===== config.mk =====
export PLATFORM = sky130hd
export DESIGN_NAME = ddo_ctrl
export DESIGN_NICKNAME = d
export VERILOG_FILES = /design/src/hdl/ddo_pkg.sv /design/src/hdl/ddo_ctrl.sv
export VERILOG_INCLUDE_DIRS = /design/src /design/src/hdl
export SDC_FILE = /design/constraint.sdc
export NUM_CORES = 1
export LEC_CHECK = 0
export ABC_AREA = 1
export BUFFER_PORTS_ARGS = -buffer_cell sky130_fd_sc_hd__buf_2
export CAP_MARGIN = 10
export CORE_MARGIN = 2
export CORE_UTILIZATION = 53
export DETAILED_ROUTE_END_ITERATION = 8
export GPL_TIMING_DRIVEN = 0
export PLACE_DENSITY = 0.78
export RECOVER_POWER = 100
export SLEW_MARGIN = 20
export SYNTH_ARGS = -nofsm -noshare
export SYNTH_HDL_FRONTEND = slang
export SYNTH_SLANG_ARGS = --single-unit

===== constraint.sdc =====
create_clock -name aclk -period 1.6 [get_ports aclk]
set_clock_uncertainty 0.05 [all_clocks]
set_input_delay 0.24 -clock aclk [delete_from_list [all_inputs] [get_ports aclk]]
set_output_delay 0.24 -clock aclk [all_outputs]
set_load 0.005 [all_outputs]

===== src/hdl/assert_macros.svh =====
// assertion helpers shared by the rtl
`ifndef ASSERT_MACROS_SVH
`define ASSERT_MACROS_SVH

// combinational relation checked at every clock
`define ASSERT_ALWAYS(lbl, clk, rstn, expr) \
    lbl: assert property (@(posedge clk) disable iff (!rstn) (expr)) \
        else $error("assertion failed");

// consequence in the cycle after the trigger
`define ASSERT_NEXT(lbl, clk, rstn, ante, cons) \
    lbl: assert property (@(posedge clk) disable iff (!rstn) (ante) |=> (cons)) \
        else $error("assertion failed");

`endif


===== src/hdl/ddo_pkg.sv =====
package ddo_pkg;

    localparam logic [7:0] REG_MM_PER_TICK = 8'd0;
    localparam logic [7:0] REG_WHEEL_BASE  = 8'd1;

    localparam logic [23:0] MPT_RESET = 24'd212926;
    localparam logic [23:0] WB_RESET  = 24'd27085;

    localparam logic signed [33:0] PI_Q28      = 34'sd843314857;
    localparam logic signed [33:0] TWO_PI_Q28  = 34'sd1686629713;
    localparam logic signed [32:0] HALF_PI_Q28 = 33'sd421657428;
    localparam logic signed [33:0] GAIN_Q30    = 34'sd652032874;
    localparam logic [30:0] DT_MAX  = 31'h7FFFFFFF;
    localparam logic [46:0] POS_MAX = 47'h7FFFFFFFFFFF;

    typedef enum logic [4:0] {
        CMD_NONE,
        CMD_LOAD,
        CMD_MUL_L,
        CMD_MUL_R,
        CMD_DT_LOAD,
        CMD_DIV_STEP,
        CMD_DT_FIN,
        CMD_CORD_H1,
        CMD_CORD_H2,
        CMD_CORD_STEP,
        CMD_CORD_SAVE1,
        CMD_CORD_SAVE2,
        CMD_R_LOAD,
        CMD_R_FIN,
        CMD_WRAP_LOAD,
        CMD_WRAP_STEP,
        CMD_MF_LO,
        CMD_MF_HI,
        CMD_MF_FIN,
        CMD_ACC
    } cmd_t;

    typedef struct packed {
        cmd_t cmd;
        logic sel_y;
    } ddo_ctrl_t;

    typedef struct packed {
        logic div_done;
        logic cord_done;
        logic wrap_ok;
        logic dt_zero;
    } ddo_stat_t;

    function automatic logic [31:0] atan_q28(input logic [4:0] idx);
        case (idx)
            5'd0:  atan_q28 = 32'd210828714;
            5'd1:  atan_q28 = 32'd124459457;
            5'd2:  atan_q28 = 32'd65760959;
            5'd3:  atan_q28 = 32'd33381290;
            5'd4:  atan_q28 = 32'd16755422;
            5'd5:  atan_q28 = 32'd8385879;
            5'd6:  atan_q28 = 32'd4193963;
            5'd7:  atan_q28 = 32'd2097109;
            5'd8:  atan_q28 = 32'd1048571;
            5'd9:  atan_q28 = 32'd524287;
            5'd10: atan_q28 = 32'd262144;
            5'd11: atan_q28 = 32'd131072;
            5'd12: atan_q28 = 32'd65536;
            5'd13: atan_q28 = 32'd32768;
            5'd14: atan_q28 = 32'd16384;
            5'd15: atan_q28 = 32'd8192;
            5'd16: atan_q28 = 32'd4096;
            5'd17: atan_q28 = 32'd2048;
            5'd18: atan_q28 = 32'd1024;
            5'd19: atan_q28 = 32'd512;
            5'd20: atan_q28 = 32'd256;
            5'd21: atan_q28 = 32'd128;
            5'd22: atan_q28 = 32'd64;
            5'd23: atan_q28 = 32'd32;
            5'd24: atan_q28 = 32'd16;
            5'd25: atan_q28 = 32'd8;
            5'd26: atan_q28 = 32'd4;
            5'd27: atan_q28 = 32'd2;
            5'd28: atan_q28 = 32'd1;
            default: atan_q28 = 32'd0;
        endcase
    endfunction

endpackage


===== src/hdl/ddo_ctrl.sv =====
`include "assert_macros.svh"

module ddo_ctrl import ddo_pkg::*; (
    input  logic      aclk,
    input  logic      aresetn,
    input  logic      s_tvalid,
    output logic      s_tready,
    output logic      m_tvalid,
    input  logic      m_tready,
    input  ddo_stat_t stat,
    output ddo_ctrl_t ctrl
);

    typedef enum logic [4:0] {
        S_IDLE, S_MUL_L, S_MUL_R, S_DT_LOAD, S_DT_DIV, S_DT_FIN,
        S_C1_LOAD, S_C1_RUN, S_C1_SAVE, S_R_LOAD, S_R_DIV, S_R_FIN,
        S_W_LOAD, S_W_STEP, S_C2_LOAD, S_C2_RUN, S_C2_SAVE,
        S_MX_LO, S_MX_HI, S_MX_FIN, S_MY_LO, S_MY_HI, S_MY_FIN, S_ACC
    } state_t;

    state_t state_reg, state_next;
    logic   m_tvalid_reg, m_tvalid_next;
    logic   out_free;

    assign out_free = !m_tvalid_reg || m_tready;
    assign s_tready = (state_reg == S_IDLE);
    assign m_tvalid = m_tvalid_reg;

    always_comb begin
        state_next = state_reg;
        ctrl.cmd   = CMD_NONE;
        ctrl.sel_y = 1'b0;
        case (state_reg)
            S_IDLE: begin
                if (s_tvalid) begin
                    ctrl.cmd   = CMD_LOAD;
                    state_next = S_MUL_L;
                end
            end
            S_MUL_L: begin ctrl.cmd = CMD_MUL_L; state_next = S_MUL_R; end
            S_MUL_R: begin ctrl.cmd = CMD_MUL_R; state_next = S_DT_LOAD; end
            S_DT_LOAD: begin ctrl.cmd = CMD_DT_LOAD; state_next = S_DT_DIV; end
            S_DT_DIV: begin
                if (stat.div_done) begin
                    state_next = S_DT_FIN;
                end else begin
                    ctrl.cmd = CMD_DIV_STEP;
                end
            end
            S_DT_FIN: begin ctrl.cmd = CMD_DT_FIN; state_next = S_C1_LOAD; end
            S_C1_LOAD: begin ctrl.cmd = CMD_CORD_H1; state_next = S_C1_RUN; end
            S_C1_RUN: begin
                if (stat.cord_done) begin
                    state_next = S_C1_SAVE;
                end else begin
                    ctrl.cmd = CMD_CORD_STEP;
                end
            end
            S_C1_SAVE: begin
                ctrl.cmd   = CMD_CORD_SAVE1;
                state_next = stat.dt_zero ? S_MX_LO : S_R_LOAD;
            end
            S_R_LOAD: begin ctrl.cmd = CMD_R_LOAD; state_next = S_R_DIV; end
            S_R_DIV: begin
                if (stat.div_done) begin
                    state_next = S_R_FIN;
                end else begin
                    ctrl.cmd = CMD_DIV_STEP;
                end
            end
            S_R_FIN: begin ctrl.cmd = CMD_R_FIN; state_next = S_W_LOAD; end
            S_W_LOAD: begin ctrl.cmd = CMD_WRAP_LOAD; state_next = S_W_STEP; end
            S_W_STEP: begin
                if (stat.wrap_ok) begin
                    state_next = S_C2_LOAD;
                end else begin
                    ctrl.cmd = CMD_WRAP_STEP;
                end
            end
            S_C2_LOAD: begin ctrl.cmd = CMD_CORD_H2; state_next = S_C2_RUN; end
            S_C2_RUN: begin
                if (stat.cord_done) begin
                    state_next = S_C2_SAVE;
                end else begin
                    ctrl.cmd = CMD_CORD_STEP;
                end
            end
            S_C2_SAVE: begin ctrl.cmd = CMD_CORD_SAVE2; state_next = S_MX_LO; end
            S_MX_LO: begin ctrl.cmd = CMD_MF_LO; state_next = S_MX_HI; end
            S_MX_HI: begin ctrl.cmd = CMD_MF_HI; state_next = S_MX_FIN; end
            S_MX_FIN: begin ctrl.cmd = CMD_MF_FIN; state_next = S_MY_LO; end
            S_MY_LO: begin
                ctrl.cmd = CMD_MF_LO; ctrl.sel_y = 1'b1; state_next = S_MY_HI;
            end
            S_MY_HI: begin
                ctrl.cmd = CMD_MF_HI; ctrl.sel_y = 1'b1; state_next = S_MY_FIN;
            end
            S_MY_FIN: begin
                ctrl.cmd = CMD_MF_FIN; ctrl.sel_y = 1'b1; state_next = S_ACC;
            end
            S_ACC: begin
                if (out_free) begin
                    ctrl.cmd   = CMD_ACC;
                    state_next = S_IDLE;
                end
            end
            default: state_next = S_IDLE;
        endcase
    end

    always_comb begin
        m_tvalid_next = m_tvalid_reg && !m_tready;
        if (ctrl.cmd == CMD_ACC) begin
            m_tvalid_next = 1'b1;
        end
    end

    always_ff @(posedge aclk) begin
        if (!aresetn) begin
            state_reg    <= S_IDLE;
            m_tvalid_reg <= 1'b0;
        end else begin
            state_reg    <= state_next;
            m_tvalid_reg <= m_tvalid_next;
        end
    end

    `ASSERT_NEXT(one_item_at_a_time, aclk, aresetn, s_tvalid && s_tready, !s_tready)
    `ASSERT_ALWAYS(acc_needs_free_out, aclk, aresetn, (ctrl.cmd != CMD_ACC) || out_free)
    `ASSERT_NEXT(acc_shows_result, aclk, aresetn, ctrl.cmd == CMD_ACC, m_tvalid)
    `ASSERT_ALWAYS(no_step_past_done, aclk, aresetn, (ctrl.cmd != CMD_DIV_STEP) || !stat.div_done)

endmodule


==> results of run 1 <==
[cell usage after synthesis]
library cell / number / area [um2]
nor3_1: 3 / 15.0
nand2_2: 7 / 43.8
buf_4: 1 / 7.51
a211oi_1: 1 / 7.51
nand3_1: 13 / 65.1
inv_2: 7 / 26.3
o2bb2ai_1: 3 / 26.3
a21oi_1: 9 / 45.0
nand3_2: 2 / 20.0
nand4_1: 3 / 18.8
dfxtp_1: 6 / 120
nand3b_1: 1 / 7.51
a21boi_0: 1 / 7.51
nand2_4: 1 / 11.3
nand2_1: 35 / 131
nor2_1: 18 / 67.6
o2111a_1: 1 / 11.3
nor2_4: 1 / 11.3
inv_1: 17 / 63.8
o22ai_1: 2 / 12.5
o2111ai_1: 1 / 8.76
nor2_2: 6 / 37.5
[worst min-delay path, cell delays in order]
cell and delay (ns):
buf_2 0.07, inv_1 0.12, a21oi_2 0.12
[power breakdown]
group	switching, mW	internal [mW]	total, mW
logic	0.559	0.427	0.986
registers	0.0788	0.183	0.262
clock network	0.0495	0.0845	0.134
[area by class of cell]
class / count / area, um2
timing repair buffer: 35 / 249
buffer: 1 / 11.3
clock buffer: 3 / 22.5
inverter: 24 / 96.3
sequential: 6 / 136
multi-input combinational: 108 / 703
tap: 15 / 18.8
fill: 47 / 80.1
[what timing repair did]
| item | in CTS | in global routing |
|---|---|---|
| pin swaps | 14 | 16 |
| setup buffers | 14 | 6 |
| endpoints found under the hold margin | 0 | 0 |
| gates resized for setup | 37 | 19 |
| setup endpoints to repair | 6 | 11 |
[cell families (layout without fill, tap and decap cells)]
kind of cell / after synthesis / in the layout
and+or+nand+nor: 90 / 90
AOI/OAI and AO/OA: 18 / 18
buffers and inverters: 25 / 63
DFF: 6 / 6
[path summary, 6_finish.rpt]
path	end	slack, ns	cells past startpoint
setup reg to reg	state_reg[1]	-0.16	9
hold / removal	state_reg[0]	0.30	3
hold reg to reg	state_reg[3]	0.49	2
setup / recovery	ctrl[5]	-0.28	6
[per-layer routing]
layer	wire (um)	global-route usage [%]	up-vias
met1	1260	40.2	556
met3	515	3.45	60
met4	291	15.0	0
li1	-	-	528
met2	1740	59.4	174
met5	0	0	-
[through the flow]
| stage | std cells | worst slack, ns | cell area [um2] | hold WS, ns |
|---|---|---|---|---|
| final | 192 | -0.283 | 1240 | 0.298 |
| after global routing | 192 | -0.334 | 1240 | 0.310 |
| after CTS | 186 | -0.108 | 1130 | 0.250 |
| after detailed placement | 169 | -0.0978 | 860 | 0.488 |
| after global placement | 169 | -0.0408 | 860 | 0.456 |
| after floorplan | 139 | 0.187 | 766 | 0.373 |
==> results by group, run 1 <==
Yosys
  • Syn_area_per_cell: 5.51 um2
  • Mux cell area share after synthesis: 0%
  • Register area share after synthesis: 15.7%
  • Synth Net Count: 147
  • Synth Warn #: 0
  • Mapped cell area: 766 um2
  • Main combinational cell family by area after synthesis: simple AND/OR/NAND/NOR gates
  • Area share of and/or/nand/nor cells after synthesis: 56.0%
  • XOR/XNOR share of the synthesized area: 0%
  • #FFs+latches synth: 6
  • Area fraction in compound gates after synthesis: 15.5%
  • Synth Area in Adders: 0%
  • Syn Inst Count: 139
  • Cell variety after synth: 22

Die
  • Core Area: 1320 um2
  • Die X: 42.0 um
  • Die Ht: 42.0 um
  • # IOs: 16
  • Die ar.: 1760 um2
  • # rows: 13
  • Initial Util: 58.1%

GRT
  • First-pass GRT wire length: 4560 um
  • Initial antenna violation count: 0
  • Total GRT Usage: 33.4%
  • Vias in the first global route: 1092
  • Total global routing overflow: 0
  • Largest net degree at the start of global routing: 8

CTS
  • Number of H-tree levels: 1
  • Clock-pin slew on the worst setup and hold paths: 0.04 ns
  • CTS Hold Bufs: 0
  • CTS Buf Count: 3
  • CTS Sinks: 6
  • CTS tree: built
  • Clk buf depth: 2
  • Clock latency on the worst-skew pair: 0.24 ns
  • Root buffer cell: clkbuf_4

Drt
  • Final ANT Viol Nets: 0
  • DR WL/cell: 19.8 um
  • # DRC: 0
  • Routed wire length: 3810 um
  • Via count: 1318
  • 1st-iter DRT viols: 140
  • 1st-pass router iterations: 6
  • Via/cell ratio: 6.86

Cells and area
  • Share of post-route cells with drive strength above 1: 55.4%
  • Commonest non-fill, non-tap cell in the layout: nand2_1
  • P&R area growth vs syn: 61.6%
  • Ant diodes: 0
  • Final net count: 187
  • Max reg flops: 5
  • Most frequent cells in the layout: 26 x nand2_1, 16 x buf_4, 15 x buf_2
  • Core Util, Final: 93.9%

STA
  • RSZ-0062 raised after global routing: true
  • Final Cycle Share: 118%
  • Sum Neg Setup Slack: -1.87 ns
  • Final Hold Viols: 0
  • Relative slew slack: 78.7%
  • Final slew viol count: 0
  • Final Setup Violations: 12
  • Min cycle time layout: 1.88 ns
  • PnR worst setup slack: -0.283 ns
  • Max Clk Rate: 531 MHz
  • Worst-margin pin slew: 0.319 ns

Placement
  • GP Congestion: 0.957
  • IO buf count: 15
  • DPL Wire Length: 1710 um

Critical path
  • Crit path kind: reg -> out
  • CP startpoint kind: flip-flop
  • CP delay by family, top: simple AND/OR/NAND/NOR gates
  • WP data required: 1.31 ns
  • CP Buf/Inv Count: 1
  • Max stage delay on crit path: 0.36 ns
  • Worst path arrival time: 1.59 ns
  • Worst r2r src: state_reg[4]
  • Critical Path, Cell by Cell: nor2_4, nand2_2, nor2_1, a21oi_1, nand2_1, buf_2
  • CP endpoint kind: output port
  • Worst-path maximum fanout: 7
  • Worst setup path startpoint: state_reg[3]
  • Max stage delay cell, worst path: dfxtp_4

Power and ir drop
  • Pwr Density: 1120 nW/um2
  • Leak: 0.658 nW
  • VDD IR-drop max: 0.000744 V
  • Total power: 1.38 mW

Flow run
  • MaxCap Viol Count: 0

Run status
  • Failing checks: setup timing
  • Outcome: finished, violations left

Worst hold path
  • Min-Delay Path Class: in -> reg
  • Hold Crit Start: aresetn
Note: power is estimated with default switching activity, not from simulation.
==> run 2: changes to the inputs <==
PLACE_DENSITY = 0.87   (was 0.78)
==> run 2 against run 1 <==
The flow still finishes with violations (setup timing). Worst setup slack better by 0.080 ns. Wire length decreased by 25%. Sequential power fell by 4%. Largest cell class unchanged. First-iteration DRC count shrank 26%. Design area decreased by 12%. Count of clock-buffer cells in the layout did not move. Combinational power decreased by 23%. Total power shrank 17%. Largest power group unchanged. Sequential cell count is the same.
==> results by group, run 2 (same netlist as run 1, synthesis figures left out) <==
Run status
  • Outcome: finished, violations left
  • Failing checks: setup timing

Critical path
  • Worst path arrival time: 1.51 ns (-0.08 ns)
  • Critical Path, Cell by Cell: nor2_4, nand2_2, inv_2, nand2_1, inv_1, a211oi_2, nand3_1, buf_2
  • Worst setup path startpoint: state_reg[2]
  • Worst-path maximum fanout: 7 (unchanged)
  • WP data required: 1.31 ns (about the same)
  • CP endpoint kind: output port
  • Crit path kind: reg -> out
  • Max stage delay on crit path: 0.40 ns (+0.04 ns)
  • Max stage delay cell, worst path: dfxtp_4
  • Worst r2r src: state_reg[0]
  • CP startpoint kind: flip-flop

Die
  • Die Ht: 42.0 um (unchanged)
  • # rows: 13 (unchanged)
  • Initial Util: 58.1% (unchanged)
  • Die X: 42.0 um (unchanged)
  • # IOs: 16 (unchanged)
  • Core Area: 1320 um2 (unchanged)
  • Die ar.: 1760 um2 (unchanged)

Power and ir drop
  • Leak: 0.604 nW (-8.3%)
  • Pwr Density: 1050 nW/um2 (-5.6%)
  • VDD IR-drop max: 0.000810 V (+8.8%)
  • Total power: 1.15 mW (-17%)

Cells and area
  • Ant diodes: 0 (unchanged)
  • Final net count: 178 (-4.8%)
  • Finished Cell Area: 1090 um2 (-12%)
  • Max reg flops: 5 (unchanged)
  • Core Util, Final: 82.6% (-11 points)
  • Most frequent cells in the layout: 31 x nand2_1, 15 x buf_2, 14 x inv_1
  • Commonest non-fill, non-tap cell in the layout: nand2_1
  • P&R area growth vs syn: 42.2%
  • Share of post-route cells with drive strength above 1: 45.8% (-9.5 points)

Placement
  • Post-Place Setup Slack: -0.0671 ns (+0.0307 ns)
  • Area after DPL: 860 um2 (unchanged)
  • IO buf count: 15 (unchanged)
  • GP Congestion: 0.946 (-1.1%)
  • DPL Wire Length: 1580 um (-7.5%)

Worst hold path
  • Min-Delay Path Class: in -> reg
  • Hold Crit Start: aresetn

CTS
  • CTS tree: built
  • Clk buf depth: 2 (unchanged)
  • Root buffer cell: clkbuf_4
  • CTS Buf Count: 3 (unchanged)
  • Clock latency on the worst-skew pair: 0.24 ns (about the same)
  • Clock-pin slew on the worst setup and hold paths: 0.05 ns (about the same)
  • CTS Sinks: 6 (unchanged)
  • Number of H-tree levels: 1 (unchanged)

Drt
  • Via count: 1146 (-13%)
  • DR WL/cell: 15.6 um (-21%)
  • # DRC: 0 (unchanged)
  • Final ANT Viol Nets: 0 (unchanged)
  • Routed wire length: 2850 um (-25%)
  • 1st-pass router iterations: 5 (-1)
  • Via/cell ratio: 6.26 (-8.8%)
  • 1st-iter DRT viols: 104 (-26%)

STA
  • Final Cycle Share: 113% (-5.0 points)
  • Final slew viol count: 0 (unchanged)
  • Relative slew slack: 76.9% (-1.8 points)
  • Max Clk Rate: 555 MHz (+4.4%)
  • RSZ-0062 raised after global routing: true
  • Final Hold Viols: 0 (unchanged)
  • Hold WS: 0.259 ns (-0.0393 ns)
  • Min cycle time layout: 1.80 ns (-0.0800 ns)
  • Worst-margin pin slew: 0.345 ns (+0.0264 ns)
  • Final Setup Violations: 5 (-7)
  • PnR worst setup slack: -0.203 ns (+0.0800 ns)

Flow run
  • MaxCap Viol Count: 0 (unchanged)

GRT
  • Initial antenna violation count: 0 (unchanged)
  • Total global routing overflow: 0 (unchanged)
  • Vias in the first global route: 947 (-13%)
  • Total GRT Usage: 28.2% (-5.2 points)
  • First-pass GRT wire length: 3900 um (-15%)
  • Largest net degree at the start of global routing: 8 (unchanged)
==> run 2: changes by cell type in the layout (fill, tap and decap cells not counted), moves of 2 or more <==
cell and delta:
nand2_4 -2, buf_4 -5, nor2_2 +2, a21oi_1 +3
buf_6 -3, a21oi_2 -3, nand2_2 -3, nand3_1 +3
nand3_2 -3, nand2_1 +5
==> run 2: stage by stage <==
step | instances | setup TNS [ns]
floorplan | 139 | 0
global placement | 169 | -0.0229
detailed placement | 169 | -0.130
CTS | 179 | -0.542
global route | 183 | -1.60
finish | 183 | -0.940
==> run 2: cell type report <==
cell class                 count  area (um2)
multi-input combinational    108         646
clock buffer                   3        22.5
fill                          77         229
sequential                     6         136
buffer                         1        11.3
tap                           15        18.8
inverter                      24        96.3
timing repair buffer          26         158
==> run 2: where the power goes <==
group / switching, mW / total (mW) / internal, mW
clock network: 0.0507 / 0.135 / 0.0846
registers: 0.0691 / 0.252 / 0.183
logic: 0.440 / 0.760 / 0.320
==> run 2: worst max-delay path, delay by kind of cell (launching register included) <==
kind	cells	cell delay, ns
and+or+nand+nor	4	0.39
buffers and inverters	3	0.25
DFF	1	0.40
AOI/OAI and AO/OA	1	0.23
==> run 2: path summary, 6_finish.rpt <==
path | slack [ns] | cells after the start | end
min reg2reg | 0.49 | 2 | state_reg[3]
max reg2reg | 0.02 | 9 | state_reg[3]
max | -0.20 | 8 | ctrl[2]
min | 0.26 | 3 | state_reg[4]
==> run 2: timing repair <==
action | in CTS | in global routing
hold buffers | 0 | 0
pin swaps | 4 | 4
buffers inserted | 7 | 4
resized for setup | 24 | 15
setup endpoints to repair | 6 | 9
hold endpoints to repair | 0 | 0
==> run 2: layer usage <==
layer  GRT usage (%)  up-vias  wire length (um)  share of wire, %
met5               0        -                 0                 0
met4            10.6        0               168               5.9
li1                -      512                 -                 -
met2            50.0      107              1360                48
met1            33.4      494              1000                35
met3            5.17       33               322                11
